<file path="config.mk">
export PLATFORM = sky130hd
export DESIGN_NAME = scan_polar_to_cartesian_transform
export DESIGN_NICKNAME = d
export VERILOG_FILES = /design/src/rtl/sptc_pkg.sv /design/src/rtl/sptc_cordic.sv /design/src/rtl/sptc_affine.sv /design/src/rtl/scan_polar_to_cartesian_transform.sv
export SDC_FILE = /design/constraint.sdc
export NUM_CORES = 2
export LEC_CHECK = 0
export ABC_CLOCK_PERIOD_IN_PS = 8300
export BUFFER_PORTS_ARGS = -buffer_cell sky130_fd_sc_hd__buf_2
export CAP_MARGIN = 10
export CELL_PAD_IN_SITES_DETAIL_PLACEMENT = 1
export CELL_PAD_IN_SITES_GLOBAL_PLACEMENT = 1
export CORE_UTILIZATION = 46
export DETAILED_ROUTE_END_ITERATION = 6
export MAX_ROUTING_LAYER = met4
export PLACE_DENSITY = 0.83
export SYNTH_ARGS = -nofsm -noshare
export SYNTH_HDL_FRONTEND = slang
export SYNTH_SLANG_ARGS = --single-unit
</file>
<file path="constraint.sdc">
create_clock -name clk -period 8.3 [get_ports clk]
set_input_delay 0.83 -clock clk [delete_from_list [all_inputs] [get_ports clk]]
set_output_delay 0.83 -clock clk [all_outputs]
set_load 0.02 [all_outputs]
</file>
<file path="src/rtl/sptc_pkg.sv">
// ----------------------------------------------------------------------------
// sptc_pkg
// Shared types, constants and the CORDIC arctangent table for the scan
// polar-to-Cartesian transform.
// ----------------------------------------------------------------------------
package sptc_pkg;

	localparam int TableLen = 24;
	localparam int CordicIterDefault = 16;
	localparam logic [15:0] GainQ16 = 16'd39797;

	// CORDIC datapath width: r*gain < 2^32, growth below 2x, sign bit
	localparam int CW = 35;
	// Angle accumulator width (signed turn units 2^-32)
	localparam int ZW = 34;

	// APB register indexes
	localparam logic [2:0] RegRangeLow  = 3'd0;
	localparam logic [2:0] RegRangeHigh = 3'd1;
	localparam logic [2:0] RegAngStart  = 3'd2;
	localparam logic [2:0] RegAngStep   = 3'd3;
	localparam logic [2:0] RegXCoefs    = 3'd4;
	localparam logic [2:0] RegYCoefs    = 3'd5;
	localparam logic [2:0] RegZCoefs    = 3'd6;

	function automatic logic [31:0] atan_turn(input logic [4:0] idx);
		logic [31:0] v;
		unique case (idx)
			5'd0: v = 32'd536870912;
			5'd1: v = 32'd316933406;
			5'd2: v = 32'd167458907;
			5'd3: v = 32'd85004756;
			5'd4: v = 32'd42667331;
			5'd5: v = 32'd21354465;
			5'd6: v = 32'd10679838;
			5'd7: v = 32'd5340245;
			5'd8: v = 32'd2670163;
			5'd9: v = 32'd1335087;
			5'd10: v = 32'd667544;
			5'd11: v = 32'd333772;
			5'd12: v = 32'd166886;
			5'd13: v = 32'd83443;
			5'd14: v = 32'd41722;
			5'd15: v = 32'd20861;
			5'd16: v = 32'd10430;
			5'd17: v = 32'd5215;
			5'd18: v = 32'd2608;
			5'd19: v = 32'd1304;
			5'd20: v = 32'd652;
			5'd21: v = 32'd326;
			5'd22: v = 32'd163;
			5'd23: v = 32'd81;
			default: v = 32'd0;
		endcase
		return v;
	endfunction

	// Configuration registers as seen by the datapath
	typedef struct packed {
		logic [15:0] range_low;
		logic [15:0] range_high;
		logic [31:0] angle_start;
		logic [31:0] angle_step;
		logic [59:0] x_coefs;
		logic [59:0] y_coefs;
		logic [59:0] z_coefs;
	} cfg_t;

	typedef enum logic [4:0] {
		ST_IDLE  = 5'b00001,
		ST_ROT   = 5'b00010,
		ST_MUL   = 5'b00100,
		ST_RND   = 5'b01000,
		ST_OUT   = 5'b10000
	} state_t;

endpackage

</file>
<file path="src/rtl/sptc_cordic.sv">
// ----------------------------------------------------------------------------
// sptc_cordic
// Iterative rotation-mode CORDIC: one micro-rotation per cycle.
// ----------------------------------------------------------------------------
module sptc_cordic #(
	parameter int CORDIC_ITERATIONS = sptc_pkg::CordicIterDefault
) (
	input  logic                          clk,
	input  logic                          arst_n,
	input  logic                          start,
	input  logic [15:0]                   range_mm,
	input  logic [31:0]                   angle,
	output logic                          done,
	output logic signed [sptc_pkg::CW-1:0] x_out,
	output logic signed [sptc_pkg::CW-1:0] y_out
);
	localparam int NIter = (CORDIC_ITERATIONS > sptc_pkg::TableLen) ?
		sptc_pkg::TableLen : CORDIC_ITERATIONS;
	localparam logic [4:0] LastIter = 5'(NIter - 1);

	logic signed [sptc_pkg::CW-1:0] x_q, y_q;
	logic signed [sptc_pkg::ZW-1:0] z_q;
	logic [4:0] i_q;
	logic busy_q, flip_q;

	logic [1:0] quad;
	logic [31:0] a_fold;
	logic [31:0] gain_prod;
	logic signed [sptc_pkg::CW-1:0] dx, dy;
	logic signed [sptc_pkg::ZW-1:0] at;

	assign quad = angle[31:30];
	assign a_fold = (quad == 2'b01 || quad == 2'b10) ? angle + 32'h8000_0000 : angle;
	assign gain_prod = range_mm * sptc_pkg::GainQ16;
	assign dx = y_q >>> i_q;
	assign dy = x_q >>> i_q;
	assign at = sptc_pkg::ZW'(sptc_pkg::atan_turn(i_q));

	always_ff @(posedge clk or negedge arst_n) begin
		if (!arst_n) begin
			busy_q <= 1'b0;
			done   <= 1'b0;
			i_q    <= '0;
		end else begin
			done <= 1'b0;
			if (start) begin
				busy_q <= 1'b1;
				i_q    <= '0;
			end else if (busy_q) begin
				if (i_q == LastIter) begin
					busy_q <= 1'b0;
					done   <= 1'b1;
				end else begin
					i_q <= i_q + 5'd1;
				end
			end
		end
	end

	always_ff @(posedge clk) begin
		if (start) begin
			x_q    <= sptc_pkg::CW'(gain_prod);
			y_q    <= '0;
			z_q    <= sptc_pkg::ZW'(signed'(a_fold));
			flip_q <= (quad == 2'b01 || quad == 2'b10);
		end else if (busy_q) begin
			if (!z_q[sptc_pkg::ZW-1]) begin
				x_q <= x_q - dx;
				y_q <= y_q + dy;
				z_q <= z_q - at;
			end else begin
				x_q <= x_q + dx;
				y_q <= y_q - dy;
				z_q <= z_q + at;
			end
		end
	end

	assign x_out = flip_q ? -x_q : x_q;
	assign y_out = flip_q ? -y_q : y_q;

endmodule

</file>
<file path="src/rtl/sptc_affine.sv">
// ----------------------------------------------------------------------------
// sptc_affine
// Shared multiply-accumulate: six products, one at a time, then round and
// saturate each axis.
// ----------------------------------------------------------------------------
module sptc_affine (
	input  logic                          clk,
	input  logic                          arst_n,
	input  logic                          start,
	input  logic signed [sptc_pkg::CW-1:0] cx,
	input  logic signed [sptc_pkg::CW-1:0] sy,
	input  logic [59:0]                   x_coefs,
	input  logic [59:0]                   y_coefs,
	input  logic [59:0]                   z_coefs,
	output logic                          done,
	output logic [23:0]                   x_mm,
	output logic [23:0]                   y_mm,
	output logic [23:0]                   z_mm
);
	localparam int AW = 56;

	logic [2:0] step_q;
	logic busy_q, prod_v_q;
	logic [2:0] pstep_q;
	logic signed [52:0] prod_q;
	logic signed [AW-1:0] acc_q;
	logic [59:0] row;
	logic signed [17:0] coef;
	logic signed [sptc_pkg::CW-1:0] opnd;
	logic signed [AW-1:0] acc_next, rnd;
	logic signed [AW-32:0] shifted;
	logic [23:0] sat;

	always_comb begin
		unique case (step_q[2:1])
			2'd0: row = x_coefs;
			2'd1: row = y_coefs;
			default: row = z_coefs;
		endcase
		coef = step_q[0] ? signed'(row[41:24]) : signed'(row[59:42]);
		opnd = step_q[0] ? sy : cx;
	end

	// Second product of an axis closes it: add offset, round, saturate.
	always_comb begin
		logic [59:0] prow;
		unique case (pstep_q[2:1])
			2'd0: prow = x_coefs;
			2'd1: prow = y_coefs;
			default: prow = z_coefs;
		endcase
		acc_next = acc_q + AW'(prod_q);
		rnd = acc_next + (AW'(signed'(prow[23:0])) <<< 31) + (AW'(1) <<< 30);
		shifted = rnd[AW-1:31];
		if (shifted > 25'sd8388607) sat = 24'h7FFFFF;
		else if (shifted < -25'sd8388608) sat = 24'h800000;
		else sat = shifted[23:0];
	end

	always_ff @(posedge clk or negedge arst_n) begin
		if (!arst_n) begin
			busy_q   <= 1'b0;
			prod_v_q <= 1'b0;
			done     <= 1'b0;
			step_q   <= '0;
			pstep_q  <= '0;
		end else begin
			done     <= 1'b0;
			prod_v_q <= busy_q;
			pstep_q  <= step_q;
			if (start) begin
				busy_q <= 1'b1;
				step_q <= '0;
			end else if (busy_q) begin
				if (step_q == 3'd5) busy_q <= 1'b0;
				else step_q <= step_q + 3'd1;
			end
			if (prod_v_q && pstep_q == 3'd5) done <= 1'b1;
		end
	end

	always_ff @(posedge clk) begin
		prod_q <= coef * opnd;
		if (prod_v_q) begin
			if (!pstep_q[0]) acc_q <= AW'(prod_q);
			else begin
				acc_q <= '0;
				unique case (pstep_q[2:1])
					2'd0: x_mm <= sat;
					2'd1: y_mm <= sat;
					default: z_mm <= sat;
				endcase
			end
		end
	end

endmodule

</file>
<file path="src/rtl/scan_polar_to_cartesian_transform.sv">
// ----------------------------------------------------------------------------
// scan_polar_to_cartesian_transform
// Lidar range sample to transformed Cartesian point, iterative CORDIC plus
// one shared multiplier for the affine rows.
// ----------------------------------------------------------------------------
// Sequence: an in-window sample passes through the CORDIC loop, a handoff
//   to the affine block, six passes through the shared multiplier, the close
//   of the last row and the raising of m_tvalid; an out-of-window sample
//   presents its result the cycle after acceptance.
// Throughput: one sample at a time; s_tready is low from acceptance until
//   the result is taken.
// Reset: arst_n clears control, beam angle, scan count and the configuration
//   registers to their documented reset values.
module scan_polar_to_cartesian_transform #(
	parameter int CORDIC_ITERATIONS = sptc_pkg::CordicIterDefault
) (
	input  logic        clk,
	input  logic        arst_n,
	// Sample stream in
	input  logic        s_tvalid,
	output logic        s_tready,
	input  logic [39:0] s_tdata,  // range_mm[15:0], intensity_in[31:16], has_intensity[32]
	input  logic        s_tuser,  // first_of_scan
	input  logic        s_tlast,  // last_of_scan
	// Point stream out
	output logic        m_tvalid,
	input  logic        m_tready,
	output logic [111:0] m_tdata, // point_valid[0], x_mm[24:1], y_mm[48:25], z_mm[72:49],
	                              // intensity_out[88:73], intensity_valid[89],
	                              // scan_number[105:90]
	output logic        m_tlast,  // end_of_scan
	// Configuration
	input  logic        psel,
	input  logic        penable,
	input  logic        pwrite,
	input  logic [5:0]  paddr,
	input  logic [63:0] pwdata,
	output logic [63:0] prdata,
	output logic        pready
);
	sptc_pkg::cfg_t cfg_q;
	sptc_pkg::state_t state_q;

	logic [31:0] beam_angle_q;
	logic [15:0] scan_count_q;

	// Captured request
	logic [15:0] inten_q, scan_num_q;
	logic        valid_q, has_int_q, last_q;

	logic        cor_start, cor_done, aff_start, aff_done;
	logic signed [sptc_pkg::CW-1:0] cx, sy;
	logic [23:0] x_mm, y_mm, z_mm;

	logic        s_fire, m_fire, wr;
	logic [2:0]  reg_idx;
	logic [15:0] s_range;
	logic [31:0] ang;
	logic        in_win;

	assign pready = 1'b1;
	assign wr = psel && penable && pwrite;
	assign reg_idx = paddr[5:3];

	always_ff @(posedge clk or negedge arst_n) begin
		if (!arst_n) begin
			cfg_q.range_low   <= 16'd0;
			cfg_q.range_high  <= 16'hFFFF;
			cfg_q.angle_start <= '0;
			cfg_q.angle_step  <= '0;
			cfg_q.x_coefs     <= 60'd1 << 57;
			cfg_q.y_coefs     <= 60'd1 << 39;
			cfg_q.z_coefs     <= '0;
		end else if (wr) begin
			unique case (reg_idx)
				sptc_pkg::RegRangeLow:  cfg_q.range_low   <= pwdata[15:0];
				sptc_pkg::RegRangeHigh: cfg_q.range_high  <= pwdata[15:0];
				sptc_pkg::RegAngStart:  cfg_q.angle_start <= pwdata[31:0];
				sptc_pkg::RegAngStep:   cfg_q.angle_step  <= pwdata[31:0];
				sptc_pkg::RegXCoefs:    cfg_q.x_coefs     <= pwdata[59:0];
				sptc_pkg::RegYCoefs:    cfg_q.y_coefs     <= pwdata[59:0];
				sptc_pkg::RegZCoefs:    cfg_q.z_coefs     <= pwdata[59:0];
				default: ;
			endcase
		end
	end

	always_comb begin
		unique case (reg_idx)
			sptc_pkg::RegRangeLow:  prdata = {48'd0, cfg_q.range_low};
			sptc_pkg::RegRangeHigh: prdata = {48'd0, cfg_q.range_high};
			sptc_pkg::RegAngStart:  prdata = {32'd0, cfg_q.angle_start};
			sptc_pkg::RegAngStep:   prdata = {32'd0, cfg_q.angle_step};
			sptc_pkg::RegXCoefs:    prdata = {4'd0, cfg_q.x_coefs};
			sptc_pkg::RegYCoefs:    prdata = {4'd0, cfg_q.y_coefs};
			sptc_pkg::RegZCoefs:    prdata = {4'd0, cfg_q.z_coefs};
			default:                prdata = '0;
		endcase
	end

	// Request acceptance and beam angle bookkeeping
	assign s_tready = (state_q == sptc_pkg::ST_IDLE);
	assign s_fire = s_tvalid && s_tready;
	assign m_fire = m_tvalid && m_tready;
	assign s_range = s_tdata[15:0];
	assign ang = s_tuser ? cfg_q.angle_start : beam_angle_q;
	assign in_win = (s_range > cfg_q.range_low) && (s_range < cfg_q.range_high);
	assign cor_start = s_fire && in_win;
	assign aff_start = cor_done;

	always_ff @(posedge clk or negedge arst_n) begin
		if (!arst_n) begin
			state_q      <= sptc_pkg::ST_IDLE;
			beam_angle_q <= '0;
			scan_count_q <= '0;
		end else begin
			unique case (state_q)
				sptc_pkg::ST_IDLE: begin
					if (s_fire) begin
						beam_angle_q <= ang + cfg_q.angle_step;
						if (s_tlast) scan_count_q <= scan_count_q + 16'd1;
						state_q <= in_win ? sptc_pkg::ST_ROT : sptc_pkg::ST_OUT;
					end
				end
				sptc_pkg::ST_ROT: if (cor_done) state_q <= sptc_pkg::ST_MUL;
				sptc_pkg::ST_MUL: if (aff_done) state_q <= sptc_pkg::ST_OUT;
				sptc_pkg::ST_RND: state_q <= sptc_pkg::ST_OUT;
				sptc_pkg::ST_OUT: if (m_fire) state_q <= sptc_pkg::ST_IDLE;
				default: state_q <= sptc_pkg::ST_IDLE;
			endcase
		end
	end

	always_ff @(posedge clk) begin
		if (s_fire) begin
			inten_q    <= s_tdata[31:16];
			has_int_q  <= s_tdata[32];
			last_q     <= s_tlast;
			scan_num_q <= scan_count_q;
			valid_q    <= in_win;
		end
	end

	sptc_cordic #(.CORDIC_ITERATIONS(CORDIC_ITERATIONS)) u_cordic (
		.clk      (clk),
		.arst_n   (arst_n),
		.start    (cor_start),
		.range_mm (s_range),
		.angle    (ang),
		.done     (cor_done),
		.x_out    (cx),
		.y_out    (sy)
	);

	sptc_affine u_affine (
		.clk     (clk),
		.arst_n  (arst_n),
		.start   (aff_start),
		.cx      (cx),
		.sy      (sy),
		.x_coefs (cfg_q.x_coefs),
		.y_coefs (cfg_q.y_coefs),
		.z_coefs (cfg_q.z_coefs),
		.done    (aff_done),
		.x_mm    (x_mm),
		.y_mm    (y_mm),
		.z_mm    (z_mm)
	);

	// Result; invalid samples report zeros for coordinates and intensity.
	assign m_tvalid = (state_q == sptc_pkg::ST_OUT);
	assign m_tlast  = last_q;
	assign m_tdata  = {6'd0, scan_num_q, valid_q && has_int_q,
		(valid_q && has_int_q) ? inten_q : 16'd0,
		valid_q ? z_mm : 24'd0, valid_q ? y_mm : 24'd0, valid_q ? x_mm : 24'd0,
		valid_q};

endmodule
</file>
==> impl_metrics.py <==
metrics = {
    "synth": {
        "ys_seq_area_share_pct": 23.6,
        "synth_flop_cell": "dfrtp_1",
        "synth_enable_flop_cells": 227,
        "synthDistinctLibCells": 98,
        "ys_warn_count": 0,
        "synthCells": 7640,
        "synth_area_per_cell_um2": 9.58,
        "async_flop_share_pct": 52.0,
        "syn_area_um2": 73200,
        "yosys_register_bits": 662,
    },
    "clock_network": {
        "clk_pin_slew_ns": 0.06,
        "worstSkewPairLatency_ns": 0.73,
        "cts_tree": "yes",
        "clk_path_buf_depth": 3,
        "clock-sinks": 662,
        "cts_made_buffers": 76,
        "cts_root_buffer": "clkbuf_16",
        "htreeDepth": 3,
    },
    "final_layout": {
        "layout_common_cells": "989 x inv_1, 714 x fa_1, 642 x nor2_1",
        "n_fill_cell": 17700,
        "drive_gt1_share_pct": 20.5,
        "area_growth_pct": 14.8,
        "final_nets": 9516,
        "multi_input_area_um2": 51800,
        "final_common_cell": "inv_1",
        "seq_area_um2": 17300,
    },
    "placed_design": {
        "hpwl_um": 212000,
        "place_congestion": 1.01,
        "port_buffers": 273,
    },
    "grt": {
        "grt_pass1_wl_um": 423000,
        "grt_usage_pct": 35.5,
        "gr-total-overflow": 0,
        "antenna_found_initial": 16,
        "grt_start_max_net_pins": 130,
        "grt_pass1_vias": 68900,
    },
    "setup_path": {
        "r2r_end": "u_affine.prod_q[50]",
        "endpoint_kind": "register",
        "path_class": "register to register",
        "rr_worst_depth": 38,
        "cp_num_buf_inv": 12,
        "r2r-start": "u_cordic.x_q[3]",
        "critical-path-top-delay-family": "adder cells",
        "slowest_delay_ns": 0.55,
        "required_ns": 8.88,
        "crit_path_start_kind": "register",
        "cp.depth": 38,
        "r2r_setup_slack_ns": -0.43,
        "arrival_ns": 9.31,
        "slowest_stage": "or4_4",
        "crit_fanout": 5,
    },
    "timing": {
        "fmax_mhz": 115,
        "setup_viol": 18,
        "hold_viol": 0,
        "finalClockSkew_ns": 0.0573,
        "fin_tns_setup_ns": -5.11,
        "post-route-min-period_ns": 8.73,
        "maxSlewHeadroom_pct": 22.1,
        "setup_slack_ns": -0.427,
        "fin_crit_sh_pct": 105,
        "slew_viol_final": 0,
        "rsz0062_at_grt": "yes",
        "tightest_slew_ns": 1.17,
    },
    "run_status": {
        "status": "finished with violations",
        "violations": "setup timing",
    },
    "die": {
        "die_h_um": 401,
        "row_count": 146,
        "ios": 299,
        "die_area_um2": 161000,
        "die_w_um": 401,
        "core_um2": 158000,
        "start_util_pct": 46.3,
    },
    "min_path": {
        "min_path_type": "input port to asynchronous set/reset pin",
    },
    "drt": {
        "routedWlPerCell_um": 27.4,
        "viasPerCell": 6.08,
        "ant_nets": 0,
        "first_iter_violations": 5383,
        "detail_route.wirelength_um": 282000,
        "post-route-drc-count": 0,
        "num_vias": 62600,
        "first_pass_iters": 6,
    },
    "flow_run": {
        "drv_cap": 0,
    },
}
==> through the flow <==
| stage | area (um^2) | utilization [%] | hold WS [ns] | std cells | worst slack [ns] |
|---|---|---|---|---|---|
| 6_report | 84000 | 53.1 | 0.246 | 10300 | -0.427 |
| 5_1_grt | 84000 | 53.1 | 0.274 | 10300 | -0.686 |
| 4_1_cts | 83300 | 52.7 | 0.259 | 10300 | -0.216 |
| 3_5_place_dp | 79900 | 50.5 | 0.446 | 10100 | -0.937 |
| 3_3_place_gp | 79900 | 50.5 | 0.396 | 10100 | -0.541 |
| 2_1_floorplan | 73400 | - | 0.381 | 7649 | 0.0232 |
==> routing by layer <==
metal / part of all wire (%) / wire length, um / vias to the layer above / global-route usage, %
met4: 5.7 / 16000 / 0 / 16.9
li1: - / - / 26700 / -
met2: 48 / 136000 / 2676 / 58.2
met3: 7.8 / 22100 / 781 / 6.64
met1: 38 / 108000 / 32500 / 42.1
met5: 0 / 0 / - / -
==> registers in the layout (all words and copies together) (netlist names), 24 cells and up <==
register,count
beam_angle_q,32
u_cordic.y_q,35
u_cordic.z_q,34
cfg_q,276
u_affine.z_mm,24
u_affine.x_mm,24
u_cordic.x_q,35
u_affine.prod_q,53
u_affine.y_mm,24
u_affine.acc_q,53
==> Yosys cell counts, drive strengths merged, types with 26 or more instances <==
library cell     n  area share [%]
nor2           660             3.4
or3             26            0.22
dfxtp           91             2.5
mux4           108             3.3
a21o           163             1.7
o21ai          284             1.9
a21oi          362             2.5
nand2b          85            0.73
a211oi          46            0.47
mux2           360             5.5
clkbuf         267             1.4
ha             512             8.8
nor2b          111            0.95
fa             732              20
o21bai          34            0.35
mux2i          209             2.9
o31ai           43            0.44
nor3            62            0.43
o21a            43            0.44
a221oi          28            0.35
edfxtp         227             9.3
nand4           34            0.29
buf            119            0.85
dfrtp          325              11
and3            65            0.56
a31oi           49            0.42
xnor2          211             2.5
nand3           56            0.38
nand2          620             3.2
inv           1018             5.2
xor2           172             2.1
o22ai           30            0.26
and2           164             1.4
==> worst max path at each step <==
| stage | startpoint | to | slack [ns] |
|---|---|---|---|
| after global placement | u_cordic.x_q[5] | u_affine.prod_q[44] | -0.54 |
| after CTS | u_cordic.x_q[2] | u_affine.prod_q[52] | -0.22 |
| after floorplan | u_cordic.x_q[3] | u_affine.prod_q[47] | 0.02 |
| after global routing | u_cordic.y_q[6] | u_affine.prod_q[50] | -0.69 |
| final | u_cordic.x_q[3] | u_affine.prod_q[50] | -0.43 |
| after detailed placement | u_cordic.x_q[5] | u_affine.prod_q[44] | -0.94 |
==> logic make-up (layout without fill, tap and decap cells) <==
logic type / count (synthesis) / count (layout) / share of synthesized area (%)
and+or+nand+nor: 1971 / 1971 / 12.5
buffers and inverters: 1408 / 1975 / 7.46
AOI/OAI and AO/OA: 1293 / 1293 / 11.4
adders and majority gates: 1244 / 1244 / 28.8
muxes: 677 / 677 / 11.7
DFF: 662 / 662 / 23.6
xor gates and xnor gates: 383 / 383 / 4.58
other: 2 / 28 / 0.0103
==> timing repair <==
item	in CTS	in global routing
setup endpoints to repair	24	21
hold buffers	0	0
gates cloned	1	0
gates resized for setup	121	112
setup buffers	34	29
pin swaps	69	82
==> area by class of cell <==
| type | count | share of cell area, % |
|---|---|---|
| clock buffers | 94 | 2.49 |
| inverters | 1022 | 4.57 |
| multi-input cells | 5579 | 61.6 |
| repair buffers | 812 | 6.97 |
| flip-flops and latches | 662 | 20.6 |
| diodes | 17 | 0.0506 |
| well taps | 2072 | 3.09 |
| clock inverters | 47 | 0.643 |
Power is not shown: default switching activity piles up to over one toggle a cycle in this logic, so the estimate is an artifact.
